==> config.mk <==
export PLATFORM = sky130hd
export DESIGN_NAME = contour_chain_coder_unit
export DESIGN_NICKNAME = d
export VERILOG_FILES = /design/src/rtl/ccc_pkg.sv /design/src/rtl/ccc_front.sv /design/src/rtl/ccc_seg_fifo.sv /design/src/rtl/ccc_walker.sv /design/src/rtl/contour_chain_coder_unit.sv
export SDC_FILE = /design/constraint.sdc
export NUM_CORES = 1
export LEC_CHECK = 0
export ABC_AREA = 1
export BUFFER_PORTS_ARGS = -buffer_cell sky130_fd_sc_hd__buf_4
export CAP_MARGIN = 20
export CORE_MARGIN = 5
export CORE_UTILIZATION = 35
export CTS_CLUSTER_SIZE = 20
export DETAILED_ROUTE_END_ITERATION = 10
export SLEW_MARGIN = 20
export SYNTH_ARGS = -nofsm -noshare
export SYNTH_HDL_FRONTEND = slang
export SYNTH_HIERARCHICAL = 1
export SYNTH_SLANG_ARGS = --single-unit
==> constraint.sdc <==
create_clock -name clk -period 4.6 [get_ports clk]
set_input_delay 0.23 -clock clk [delete_from_list [all_inputs] [get_ports clk]]
set_output_delay 0.23 -clock clk [all_outputs]
set_load 0.05 [all_outputs]
==> src/rtl/ccc_pkg.sv <==
// shared types, constants and the direction table of the contour chain coder
`timescale 1ns / 1ps
`default_nettype none
package ccc_pkg;

	localparam int COORD_BITS_DEF = 12;
	localparam int GROUP_DEF      = 5;
	localparam int MAX_SPAN_DEF   = 64;

	// sized for the largest allowed span of 64
	localparam int SPAN_W = 7;
	localparam int LERR_W = SPAN_W + 2;

	// freeman code by 3 * sy + sx + 4, the centre entry never occurs
	localparam logic [2:0] DIR_TABLE [9] = '{
		3'd5, 3'd6, 3'd7, 3'd4, 3'd0, 3'd0, 3'd3, 3'd2, 3'd1
	};

	typedef enum logic [1:0] {
		F_IDLE,
		F_DIV,
		F_CODE
	} ccc_front_state_t;

	// one segment between two successive points
	typedef struct packed {
		logic              span_err;
		logic              x_major;
		logic              xs_neg;
		logic              ys_neg;
		logic [SPAN_W-1:0] adx;
		logic [SPAN_W-1:0] ady;
	} ccc_seg_t;

	function automatic logic [2:0] dir_code(input logic signed [1:0] sx,
		input logic signed [1:0] sy);
		int idx;
		idx = 3 * int'(sy) + int'(sx) + 4;
		return DIR_TABLE[idx[3:0]];
	endfunction

endpackage
`default_nettype wire

==> src/rtl/ccc_front.sv <==
// front end: point intake, group averaging and segment setup
`timescale 1ns / 1ps
`default_nettype none
module ccc_front #(
	parameter int COORD_BITS = ccc_pkg::COORD_BITS_DEF,
	parameter int GROUP      = ccc_pkg::GROUP_DEF,
	parameter int MAX_SPAN   = ccc_pkg::MAX_SPAN_DEF
) (
	input  wire logic                  clk,
	input  wire logic                  arst_n,
	input  wire logic                  cfg_valid,
	output logic                       cfg_ready,
	input  wire logic                  cfg_data,
	input  wire logic                  in_valid,
	output logic                       in_ready,
	input  wire logic [COORD_BITS-1:0] x_coord,
	input  wire logic [COORD_BITS-1:0] y_coord,
	input  wire logic                  end_of_contour,
	output logic                       seg_valid,
	input  wire logic                  seg_ready,
	output ccc_pkg::ccc_seg_t          seg
);

	localparam int GW = $clog2(GROUP + 1);
	localparam int SW = COORD_BITS + $clog2(GROUP);
	localparam int IW = $clog2(SW + 1);
	localparam int CW = COORD_BITS + 1;

	ccc_pkg::ccc_front_state_t state_q, state_d;

	logic                  mean_mode_q;
	logic                  end_q;
	logic                  have_prev_q;
	logic [COORD_BITS-1:0] prev_x_q, prev_y_q;
	logic [COORD_BITS-1:0] pt_x_q, pt_y_q;
	logic [SW-1:0]         sum_x_q, sum_y_q;
	logic [GW-1:0]         cnt_q;
	logic [SW-1:0]         div_x_q, div_y_q;
	logic [GW-1:0]         rem_x_q, rem_y_q;
	logic [GW-1:0]         div_d_q;
	logic [IW-1:0]         it_q;

	logic [SW-1:0] sum_nx, sum_ny;
	logic [GW-1:0] cnt_n;
	logic          trig;
	logic          accept;

	logic [GW:0]   trial_x, trial_y;
	logic          qbit_x, qbit_y;
	logic [GW-1:0] rem_nx, rem_ny;
	logic [SW-1:0] div_nx, div_ny;
	logic          div_last;

	logic signed [CW-1:0] dx, dy;
	logic [COORD_BITS-1:0] adx, ady, span;
	logic                  x_major;
	logic                  push_need;
	logic                  code_done;

	assign cfg_ready = 1'b1;
	assign accept    = in_valid && in_ready;

	// group accumulation
	assign sum_nx = sum_x_q + SW'(x_coord);
	assign sum_ny = sum_y_q + SW'(y_coord);
	assign cnt_n  = cnt_q + GW'(1);
	assign trig   = (cnt_n >= GW'(GROUP)) || end_of_contour;

	// one restoring divide step per cycle, x and y side by side
	assign trial_x = {rem_x_q, div_x_q[SW-1]};
	assign trial_y = {rem_y_q, div_y_q[SW-1]};
	assign qbit_x  = trial_x >= {1'b0, div_d_q};
	assign qbit_y  = trial_y >= {1'b0, div_d_q};
	assign rem_nx  = qbit_x ? GW'(trial_x - {1'b0, div_d_q}) : GW'(trial_x);
	assign rem_ny  = qbit_y ? GW'(trial_y - {1'b0, div_d_q}) : GW'(trial_y);
	assign div_nx  = {div_x_q[SW-2:0], qbit_x};
	assign div_ny  = {div_y_q[SW-2:0], qbit_y};
	assign div_last = it_q == IW'(1);

	// segment from the previous point
	assign dx = signed'({1'b0, pt_x_q}) - signed'({1'b0, prev_x_q});
	assign dy = signed'({1'b0, pt_y_q}) - signed'({1'b0, prev_y_q});
	assign adx = dx[CW-1] ? COORD_BITS'(-dx) : COORD_BITS'(dx);
	assign ady = dy[CW-1] ? COORD_BITS'(-dy) : COORD_BITS'(dy);
	assign x_major = adx > ady;
	assign span    = x_major ? adx : ady;
	assign push_need = have_prev_q && (span != '0);
	assign code_done = !push_need || seg_ready;

	assign seg_valid    = (state_q == ccc_pkg::F_CODE) && push_need;
	assign seg.span_err = {8'd0, span} > (COORD_BITS + 8)'(MAX_SPAN);
	assign seg.x_major  = x_major;
	assign seg.xs_neg   = !(dx > 0);
	assign seg.ys_neg   = !(dy > 0);
	assign seg.adx      = ccc_pkg::SPAN_W'(adx);
	assign seg.ady      = ccc_pkg::SPAN_W'(ady);

	always_ff @(posedge clk or negedge arst_n) begin
		if (!arst_n) begin
			state_q <= ccc_pkg::F_IDLE;
		end else begin
			state_q <= state_d;
		end
	end

	always_comb begin
		state_d  = state_q;
		in_ready = 1'b0;
		unique case (state_q)
			ccc_pkg::F_IDLE: begin
				in_ready = 1'b1;
				if (in_valid) begin
					if (!mean_mode_q) begin
						state_d = ccc_pkg::F_CODE;
					end else if (trig) begin
						state_d = ccc_pkg::F_DIV;
					end
				end
			end
			ccc_pkg::F_DIV: begin
				if (div_last) begin
					state_d = ccc_pkg::F_CODE;
				end
			end
			ccc_pkg::F_CODE: begin
				if (code_done) begin
					state_d = ccc_pkg::F_IDLE;
				end
			end
			default: begin
				state_d = ccc_pkg::F_IDLE;
			end
		endcase
	end

	always_ff @(posedge clk or negedge arst_n) begin
		if (!arst_n) begin
			mean_mode_q <= 1'b1;
			have_prev_q <= 1'b0;
			prev_x_q    <= '0;
			prev_y_q    <= '0;
			sum_x_q     <= '0;
			sum_y_q     <= '0;
			cnt_q       <= '0;
		end else begin
			if (cfg_valid) begin
				mean_mode_q <= cfg_data;
			end
			if (accept) begin
				if (!mean_mode_q || trig) begin
					sum_x_q <= '0;
					sum_y_q <= '0;
					cnt_q   <= '0;
				end else begin
					sum_x_q <= sum_nx;
					sum_y_q <= sum_ny;
					cnt_q   <= cnt_n;
				end
			end
			if (state_q == ccc_pkg::F_CODE && code_done) begin
				if (end_q) begin
					have_prev_q <= 1'b0;
					prev_x_q    <= '0;
					prev_y_q    <= '0;
					sum_x_q     <= '0;
					sum_y_q     <= '0;
					cnt_q       <= '0;
				end else begin
					have_prev_q <= 1'b1;
					prev_x_q    <= pt_x_q;
					prev_y_q    <= pt_y_q;
				end
			end
		end
	end

	// payload of the point in flight and the divider
	always_ff @(posedge clk) begin
		if (accept) begin
			end_q   <= end_of_contour;
			pt_x_q  <= x_coord;
			pt_y_q  <= y_coord;
			div_x_q <= sum_nx;
			div_y_q <= sum_ny;
			div_d_q <= cnt_n;
			rem_x_q <= '0;
			rem_y_q <= '0;
			it_q    <= IW'(SW);
		end else if (state_q == ccc_pkg::F_DIV) begin
			div_x_q <= div_nx;
			div_y_q <= div_ny;
			rem_x_q <= rem_nx;
			rem_y_q <= rem_ny;
			it_q    <= it_q - IW'(1);
			if (div_last) begin
				pt_x_q <= COORD_BITS'(div_nx);
				pt_y_q <= COORD_BITS'(div_ny);
			end
		end
	end

endmodule
`default_nettype wire

==> src/rtl/ccc_seg_fifo.sv <==
// two-entry segment queue between front end and line walker
`timescale 1ns / 1ps
`default_nettype none
module ccc_seg_fifo (
	input  wire logic              clk,
	input  wire logic              arst_n,
	input  wire logic              wr_valid,
	output logic                   wr_ready,
	input  wire ccc_pkg::ccc_seg_t wr_seg,
	output logic                   rd_valid,
	input  wire logic              rd_ready,
	output ccc_pkg::ccc_seg_t      rd_seg
);

	localparam int DEPTH = 2;
	localparam int PW    = $clog2(DEPTH);

	ccc_pkg::ccc_seg_t mem_q [DEPTH];
	logic [PW-1:0] wr_ptr_q, rd_ptr_q;
	logic [PW:0]   count_q;
	logic          push, pop;

	assign wr_ready = count_q != (PW + 1)'(DEPTH);
	assign rd_valid = count_q != '0;
	assign push     = wr_valid && wr_ready;
	assign pop      = rd_valid && rd_ready;
	assign rd_seg   = mem_q[rd_ptr_q];

	always_ff @(posedge clk or negedge arst_n) begin
		if (!arst_n) begin
			wr_ptr_q <= '0;
			rd_ptr_q <= '0;
			count_q  <= '0;
		end else begin
			if (push) begin
				wr_ptr_q <= wr_ptr_q + PW'(1);
			end
			if (pop) begin
				rd_ptr_q <= rd_ptr_q + PW'(1);
			end
			if (push && !pop) begin
				count_q <= count_q + (PW + 1)'(1);
			end else if (pop && !push) begin
				count_q <= count_q - (PW + 1)'(1);
			end
		end
	end

	always_ff @(posedge clk) begin
		if (push) begin
			mem_q[wr_ptr_q] <= wr_seg;
		end
	end

endmodule
`default_nettype wire

==> src/rtl/ccc_walker.sv <==
// back end: bresenham walk of one segment, one code word per cycle while the receiver takes them
`timescale 1ns / 1ps
`default_nettype none
module ccc_walker (
	input  wire logic              clk,
	input  wire logic              arst_n,
	input  wire logic              seg_valid,
	output logic                   seg_ready,
	input  wire ccc_pkg::ccc_seg_t seg,
	output logic                   out_valid,
	input  wire logic              out_ready,
	output logic [2:0]             direction_code,
	output logic                   last_of_run,
	output logic                   span_error
);

	localparam int EW = ccc_pkg::LERR_W + 1;

	logic                             busy_q;
	ccc_pkg::ccc_seg_t                desc_q;
	logic signed [ccc_pkg::LERR_W-1:0] err_q;
	logic [ccc_pkg::SPAN_W-1:0]       steps_q;

	logic                 pop, fire, last;
	logic signed [EW-1:0] a2_q, b2_q, a2_in, b2_in, err_ext, err_n, err_init;
	logic                 err_ge;
	logic signed [1:0]    xs, ys, sx, sy;
	logic [2:0]           code;

	assign pop       = !busy_q && seg_valid;
	assign seg_ready = !busy_q;
	assign fire      = busy_q && (!out_valid || out_ready);
	assign last      = desc_q.span_err || (steps_q == ccc_pkg::SPAN_W'(1));

	// doubled deltas of the stored segment and of the incoming one
	assign a2_q  = signed'(EW'({desc_q.adx, 1'b0}));
	assign b2_q  = signed'(EW'({desc_q.ady, 1'b0}));
	assign a2_in = signed'(EW'({seg.adx, 1'b0}));
	assign b2_in = signed'(EW'({seg.ady, 1'b0}));
	assign err_init = seg.x_major ? b2_in - signed'(EW'(seg.adx))
	                              : a2_in - signed'(EW'(seg.ady));

	assign err_ext = EW'(err_q);
	assign err_ge  = !err_q[ccc_pkg::LERR_W-1];
	assign xs = desc_q.xs_neg ? -2'sd1 : 2'sd1;
	assign ys = desc_q.ys_neg ? -2'sd1 : 2'sd1;

	always_comb begin
		if (desc_q.x_major) begin
			sx    = xs;
			sy    = err_ge ? ys : 2'sd0;
			err_n = err_ext + b2_q - (err_ge ? a2_q : '0);
		end else begin
			sy    = ys;
			sx    = err_ge ? xs : 2'sd0;
			err_n = err_ext + a2_q - (err_ge ? b2_q : '0);
		end
		code = ccc_pkg::dir_code(sx, sy);
	end

	always_ff @(posedge clk or negedge arst_n) begin
		if (!arst_n) begin
			busy_q    <= 1'b0;
			out_valid <= 1'b0;
		end else begin
			if (pop) begin
				busy_q <= 1'b1;
			end else if (fire && last) begin
				busy_q <= 1'b0;
			end
			if (fire) begin
				out_valid <= 1'b1;
			end else if (out_ready) begin
				out_valid <= 1'b0;
			end
		end
	end

	always_ff @(posedge clk) begin
		if (pop) begin
			desc_q  <= seg;
			err_q   <= ccc_pkg::LERR_W'(err_init);
			steps_q <= seg.span_err ? ccc_pkg::SPAN_W'(1)
			                        : (seg.x_major ? seg.adx : seg.ady);
		end else if (fire) begin
			err_q   <= ccc_pkg::LERR_W'(err_n);
			steps_q <= steps_q - ccc_pkg::SPAN_W'(1);
		end
		if (fire) begin
			direction_code <= desc_q.span_err ? 3'd0 : code;
			last_of_run    <= last;
			span_error     <= desc_q.span_err;
		end
	end

endmodule
`default_nettype wire

==> src/rtl/contour_chain_coder_unit.sv <==
// top level of the contour chain coder
// Contour points enter on in_valid/in_ready (x_coord, y_coord, end_of_contour);
// Freeman direction codes leave on out_valid/out_ready, one word per code,
// last_of_run marking the final code of a point and span_error a segment
// longer than MAX_SPAN (one word, code 0). mean_mode is written on the
// cfg_valid/cfg_ready channel, which is always ready.
// The front end takes a point; a point that closes a group then passes
// through the serial divider that forms the mean before its segment is
// set up. A two-entry queue hands segments to the line walker, which
// emits one code per cycle within a segment while the receiver takes them.
// If the receiver stalls the walker holds its word; once the queue is full
// the front end stops taking points. Reset clears all contour state and
// the queue and sets mean_mode to 1.
`timescale 1ns / 1ps
`default_nettype none
module contour_chain_coder_unit #(
	parameter int COORD_BITS = ccc_pkg::COORD_BITS_DEF,
	parameter int GROUP      = ccc_pkg::GROUP_DEF,
	parameter int MAX_SPAN   = ccc_pkg::MAX_SPAN_DEF
) (
	input  wire logic                  clk,
	input  wire logic                  arst_n,
	input  wire logic                  cfg_valid,
	output logic                       cfg_ready,
	input  wire logic                  cfg_data,
	input  wire logic                  in_valid,
	output logic                       in_ready,
	input  wire logic [COORD_BITS-1:0] x_coord,
	input  wire logic [COORD_BITS-1:0] y_coord,
	input  wire logic                  end_of_contour,
	output logic                       out_valid,
	input  wire logic                  out_ready,
	output logic [2:0]                 direction_code,
	output logic                       last_of_run,
	output logic                       span_error
);

	logic              f_valid, f_ready, b_valid, b_ready;
	ccc_pkg::ccc_seg_t f_seg, b_seg;

	ccc_front #(
		.COORD_BITS(COORD_BITS),
		.GROUP     (GROUP),
		.MAX_SPAN  (MAX_SPAN)
	) u_front (
		.clk           (clk),
		.arst_n        (arst_n),
		.cfg_valid     (cfg_valid),
		.cfg_ready     (cfg_ready),
		.cfg_data      (cfg_data),
		.in_valid      (in_valid),
		.in_ready      (in_ready),
		.x_coord       (x_coord),
		.y_coord       (y_coord),
		.end_of_contour(end_of_contour),
		.seg_valid     (f_valid),
		.seg_ready     (f_ready),
		.seg           (f_seg)
	);

	ccc_seg_fifo u_fifo (
		.clk     (clk),
		.arst_n  (arst_n),
		.wr_valid(f_valid),
		.wr_ready(f_ready),
		.wr_seg  (f_seg),
		.rd_valid(b_valid),
		.rd_ready(b_ready),
		.rd_seg  (b_seg)
	);

	ccc_walker u_walker (
		.clk           (clk),
		.arst_n        (arst_n),
		.seg_valid     (b_valid),
		.seg_ready     (b_ready),
		.seg           (b_seg),
		.out_valid     (out_valid),
		.out_ready     (out_ready),
		.direction_code(direction_code),
		.last_of_run   (last_of_run),
		.span_error    (span_error)
	);

endmodule
`default_nettype wire

# Yosys cells after proc, flatten, opt, wreduce, memory -nomap -nowiden
# Memories as Yosys holds them, arrays and structs flattened. A register that Yosys moved wholly into a read port is not among the register bits.
# Cells that the tools add are included.
word_totals:
  elab_cells: 170
  output_inout_bits: 8
  in_bits: 31
  reg_bits: 171
  rom_bits: 48
  ramBits: 36
  mem_count: 2
memory_table:
  columns: ["name", "words", "word_bits", "read_ports", "rd_clocked_by_memory_dff", "write_ports", "line", "text"]
  rows:
  - ["(no name shown)", 16, 3, 1, 1, 0, "ccc_pkg.sv:39", "return DIR_TABLE[idx[3:0]];"]
  - ["u_fifo.mem_q", 2, 18, 1, 0, 1, "ccc_seg_fifo.sv:18", "ccc_pkg::ccc_seg_t mem_q [DEPTH];"]
classes:
  n_reduce_logical: 34
  eq_ne: 9
  mux: 61
  addsub: 23
  order_cmp: 7
  bitwise_logic: 1
  multipliers: 1
op_table:
  columns: ["op", "n"]
  rows:
  - ["15-bit 2-to-1 mux", 12]
  - ["12-bit 2-to-1 mux", 11]
  - ["9-bit 2-to-1 mux", 4]
  - ["15-bit by 12-bit adder with 15-bit output", 2]
  - ["7-bit 2-to-1 mux", 4]
  - ["13-bit by 1-bit > comparator with 1-bit output (second input constant)", 2]
  - ["2-bit 2-to-1 mux", 13]
  - ["12-bit by 12-bit subtractor with 13-bit output", 2]
  - ["12-bit negation", 2]
  - ["9-bit adder", 2]
  - ["3-bit 2-to-1 mux", 6]
  - ["8-bit by 7-bit subtractor with 9-bit output", 2]
  - ["9-bit subtractor", 2]
  - ["8-bit 2-to-1 mux", 2]
  - ["2-bit nonzero test", 7]
  - ["12-bit > comparator", 1]
  - ["12-bit by 7-bit > comparator with 1-bit output (second input constant)", 1]
  - ["12-bit nonzero test", 1]
  - ["1-bit logical AND", 10]
  - ["4-bit by 3-bit greater-or-equal comparator with 1-bit output", 2]
  - ["1-bit zero test", 8]
  - ["1-bit 2-to-1 mux", 8]
  - ["7-bit by 1-bit equality test with 1-bit output (second input constant)", 1]
  - ["7-bit by 1-bit subtractor with 7-bit output (second input constant)", 1]
  - ["other kinds (22)", 30]

# Logic depth before layout (Yosys ltp)
depth:
  word_depth: 13
  ltp_mapped: 40
  depth_no_buf: 40

# By module
# Netlist, hierarchy kept.
modules_own_cells:
  columns: ["mod", "cells_per_inst", "n_inst", "area_per_inst_um2", "seq_area_each_um2"]
  rows:
  - ["ccc_front", 1406, 1, 9800.6, 3469.6]
  - ["ccc_walker", 496, 1, 3734.8, 1191.1]
  - ["ccc_seg_fifo", 122, 1, 1566.5, 1181.1]

# Worst setup path before layout
# Ideal clock, no wire load.
synth_path:
  path_kind: "register -> register"
  startpoint: "register u_front.prev_x_q[0]"
  endpoint: "memory u_fifo/mem_q[0][0] (netlist name) (enable)"
  arrival_time_ns: 4.286
  period_less_slack_ns: 4.679
  n_path_buf: 0
  setup_ns: 0.392
  stages_incl_launch_ff: 30
  path_slack_ns: -0.079
  t_required_ns: 4.208
  path_cell_list: "dfrtp_1 > ha_1 > fa_1 > inv_1 > nand3_1 > nand2_2 > nand2_2 > nand2_2 > a21oi_1 > or2_1 > nand2_1 > nand3_1 > nand3_1 > nand2_2 > ha_1 > nand2_1 > nor2_1 > a211oi_1 > nand3_1 > nand2_1 > inv_1 > nand3_1 > nand2_1 > nand2_1 > nor2_1 > nand2_2 > nand2_1 > nor2_1 > nand2_4 > nor2_1"
synth_via:
  elab_chain_len: 11
synth_lines:
  columns: ["element", "line", "text"]
  rows:
  - ["start: declaration", "ccc_front.sv:34", "logic [COORD_BITS-1:0] prev_x_q, prev_y_q;"]
  - ["start signal: assignment", "ccc_front.sv:170", "prev_x_q <= pt_x_q;"]
  - ["12-bit by 12-bit subtractor with 13-bit output *", "ccc_front.sv:81", "assign dx = signed'({1'b0, pt_x_q}) - signed'({1'b0, prev_x_q});"]
  - ["12-bit negation", "ccc_front.sv:83", "assign adx = dx[CW-1] ? COORD_BITS'(-dx) : COORD_BITS'(dx);"]
  - ["12-bit 2-to-1 mux *", "ccc_front.sv:83", null]
  - ["12-bit > comparator *", "ccc_front.sv:85", "assign x_major = adx > ady;"]
  - ["named net u_front.x_major", "ccc_front.sv:56", "logic x_major;"]
  - ["12-bit 2-to-1 mux *", "ccc_front.sv:86", "assign span = x_major ? adx : ady;"]
  - ["12-bit nonzero test *", "ccc_front.sv:87", "assign push_need = have_prev_q && (span != '0);"]
  - ["1-bit logical AND *", "ccc_front.sv:87", null]
  - ["1-bit logical AND *", "ccc_front.sv:90", "assign seg_valid = (state_q == ccc_pkg::F_CODE) && push_need;"]
  - ["named net f_valid", "contour_chain_coder_unit.sv:38", "logic f_valid, f_ready, b_valid, b_ready;"]
  - ["1-bit logical AND *", "ccc_seg_fifo.sv:25", "assign push = wr_valid && wr_ready;"]
  - ["1-bit 2-to-1 mux *", "ccc_seg_fifo.sv:50", "if (push) begin"]
  - ["1-bit 2-to-1 mux (implied by the code) *", "ccc_seg_fifo.sv:51", "mem_q[wr_ptr_q] <= wr_seg;"]
  - ["end: declaration", "ccc_seg_fifo.sv:18", null]
# Mark *: on every way through the listed nets, which the timed path passes. The rest lies on a longest branch.

# Worst setup path in the final report
layout_path:
  startpoint: "register u_front.pt_y_q[0]"
  endpoint: "memory u_fifo/mem_q[0][17] (netlist name) (enable)"
layout_via:
  elab_chain_len: 11
layout_lines:
  columns: ["element", "line", "text"]
  rows:
  - ["start: declaration", "ccc_front.sv:35", "logic [COORD_BITS-1:0] pt_x_q, pt_y_q;"]
  - ["start signal: assignment", "ccc_front.sv:182", "pt_y_q <= y_coord;"]
  - ["start signal: assignment", "ccc_front.sv:197", "pt_y_q <= COORD_BITS'(div_ny);"]
  - ["12-bit by 12-bit subtractor with 13-bit output *", "ccc_front.sv:82", "assign dy = signed'({1'b0, pt_y_q}) - signed'({1'b0, prev_y_q});"]
  - ["12-bit negation", "ccc_front.sv:84", "assign ady = dy[CW-1] ? COORD_BITS'(-dy) : COORD_BITS'(dy);"]
  - ["12-bit 2-to-1 mux *", "ccc_front.sv:84", null]
  - ["12-bit > comparator", "ccc_front.sv:85", null]
  - ["12-bit 2-to-1 mux *", "ccc_front.sv:86", null]
  - ["12-bit nonzero test *", "ccc_front.sv:87", null]
  - ["1-bit logical AND *", "ccc_front.sv:87", null]
  - ["1-bit logical AND *", "ccc_front.sv:90", null]
  - ["named net f_valid", "contour_chain_coder_unit.sv:38", null]
  - ["1-bit logical AND *", "ccc_seg_fifo.sv:25", null]
  - ["1-bit 2-to-1 mux *", "ccc_seg_fifo.sv:50", null]
  - ["1-bit 2-to-1 mux (implied by the code) *", "ccc_seg_fifo.sv:51", null]
# Marked as above.

==> qor.yml <==
drc: 0
ys_ff_latch: 209
die_y_um: 218
synth.net_count: 2183
crit_family: "simple AND/OR/NAND/NOR gates"
die_w_um: 218
critPathArrivalTime_ns: 4.85
regToRegSetupSlack_ns: 0.002
ys_seq_area_frac: 0.387
critPathLaunchType: "flop"
synth_compound_area_frac: 0.0796
crit_buf_inv: 7
yosys-top-cells-count: "nand2_1, inv_1, nand3_1"
fmax_mhz: 217
critPathMaxStageDelay_ns: 0.43
maxCapViolations: 0
fillerInstances: 4348
cp_slowest_cell: "fa_2"
min_path_type: "input pin to flop"
yosys_warnings: 6
antenna_cells: 0
path_class: "flop to flop"
area_growth_pct: 16.9
synth_top_area_frac: 0.262
io_pins: 39
start_util: 0.352
tightest_slew_ns: 1.06
max-slew-margin-rel: 0.296
cts_tree: "built"
drive_above_1_share: 0.107
antenna_left: 0
muxShareOfSynthArea: 0
synth_cells: 2024
cts-root-buf: "clkbuf_16"
antenna_found_initial: 0
postLayoutCoreUtil: 0.412
io_buffers: 37
synth_xor_area_frac: 0.0214
synthTopCellsByArea: "edfxtp_1, nand2_1, dfrtp_1"
outcome: "complete, no violations"
num_vias: 12900
drt_iter0_markers: 837
wl_um: 36900
grt_use_total: 0.151
post-route-min-period_ns: 4.60
skew_ns: 0.0236
dp_hpwl_um: 25700
via_per_inst: 4.75
seqCellArea_sq_um: 5840
grt_max_degree: 68
setup_viol: 0
synthesis.area_sq_um: 15100
die_area_sq_um: 47400
overflow: 0
crit_path_frequent_cell: "nand2_2"
multi_input_area_sq_um: 7960
yosysMostFrequentCell: "nand2_1"
avgSynthCellArea_sq_um: 7.46
synth_top_family_by_area: "simple AND/OR/NAND/NOR gates"
drv_slew: 0
std_cell_rows: 76
hold_violations: 0
clk_pin_slew_ns: 0.07
synthSimpleGateAreaFrac: 0.289
end_kind: "flop"
core_sq_um: 42900
synth_cell_type_count: 53
synth_area_leader_cell: "edfxtp_1"
synth_fa_ha_area_frac: 0.118
grt_setup_unrepaired: "true"
drt_pass1_iterations: 6
numCtsBuffers: 25
worstPathMaxFanout: 8
cp.required_ns: 4.85
grt_pass1_vias: 12700
clock_latency_ns: 0.56
cts_sinks: 209
final_nets: 2267
routabilityCongestion: 0.846
cts.htree.levels: 1
post-route-period-util: 1.00
ys.flop_type: "edfxtp_1"
post_drt_wl_per_cell_um: 13.6
synthArstFlopShare: 0.321
synth_edf_count: 132
cts_buffer_depth: 3
grt_pass1_wl_um: 60900
## metrics by stage
stage	worst slack, ns	TNS, ns	cells	area [sq um]	hold WS (ns)
2_1_floorplan	-0.0788	-2.84	2024	15100	-0.0656
5_1_grt	-0.329	-23.44	2712	17700	0.0428
4_1_cts	0.00247	0	2696	17200	0.0216
3_5_place_dp	-0.207	-3.74	2623	16100	0.435
3_3_place_gp	-0.0233	-0.0233	2623	16100	0.438
6_report	0.00160	0	2712	17700	0.0344
## final timing paths
path                                            startpoint                              end  depth (start not counted)
min in group asynchronous                           arst_n     u_front/sum_x_q[7]$_DFF_PN0_                          2
hold / removal                                  y_coord[3]      u_front/pt_y_q[3]$_DFFE_PP_                          3
max in group asynchronous                           arst_n  u_front/prev_y_q[1]$_DFFE_PN0N_                          2
setup / recovery               u_front/pt_y_q[0]$_DFFE_PP_    u_fifo/mem_q[0][17]$_DFFE_PP_                         33
setup reg to reg               u_front/pt_y_q[0]$_DFFE_PP_    u_fifo/mem_q[0][17]$_DFFE_PP_                         33
hold reg to reg            u_front/rem_x_q[2]$_SDFFE_PP0P_  u_front/rem_x_q[2]$_SDFFE_PP0P_                          2
## area by class of cell
class                      instances  share of cell area
sequential                       209               0.331
tap                              585              0.0414
clock inverter                    18              0.0130
timing repair buffer             110              0.0558
inverter                         337              0.0721
clock buffer                      28              0.0361
multi-input combinational       1425               0.451
## timing repair
item / in CTS / in global routing
setup endpoints to repair: 90 / 98
pin swaps: 8 / 36
gates resized for setup: 7 / 77
cloned: 0 / 4
endpoints found under the hold margin: 89 / 0
hold buffers: 25 / 0
buffers inserted: 2 / 12
## worst min-delay path: cells and delay by family
| kind | cells | cell delay (ns) |
|---|---|---|
| buffers and inverters | 1 | 0.09 |
| AND/OR/NAND/NOR | 2 | 0.14 |
## layout by cell type, fill, tap and decap left out, types with 14 or more instances in the layout
cell             n
a21oi_1         85
buf_4           71
clkbuf_16       26
dfrtp_1         66
dlygate4sd3_1   25
edfxtp_1       132
fa_1            24
ha_1            95
inv_1          315
inv_2           18
nand2_1        654
nand2_2         25
nand3_1        159
nand4_1         18
nor2_1         132
o21ai_0         56
o22ai_1         17
xnor2_1         14
xor2_1          19
## kinds of logic (layout without fill, tap and decap cells)
family	Yosys count	count (layout)
compound gates	210	210
xor+xnor	36	36
fa+ha+maj	128	128
buf+inv	390	493
flops	209	209
other cells	1	1
simple gates	1050	1050
## registers in the layout (all words and copies together), names as in the netlist, 8 cells and up
name	count
u_front/sum_y_q	15
u_front/div_x_q	15
u_front/pt_y_q	12
u_front/pt_x_q	12
u_front/prev_x_q	12
u_walker/err_q	8
u_front/div_y_q	15
u_front/sum_x_q	15
u_front/prev_y_q	12
u_fifo/mem_q	36
## routing by layer
metal / vias up / wire [um] / track usage
li1: 6622 / - / -
met5: - / 0 / 0
met3: 44 / 1240 / 0.0197
met1: 6000 / 16500 / 0.194
met2: 213 / 18500 / 0.278
met4: 0 / 533 / 0.0228
Power is not shown: default switching activity piles up to over one toggle a cycle in this logic, so the estimate is an artifact.
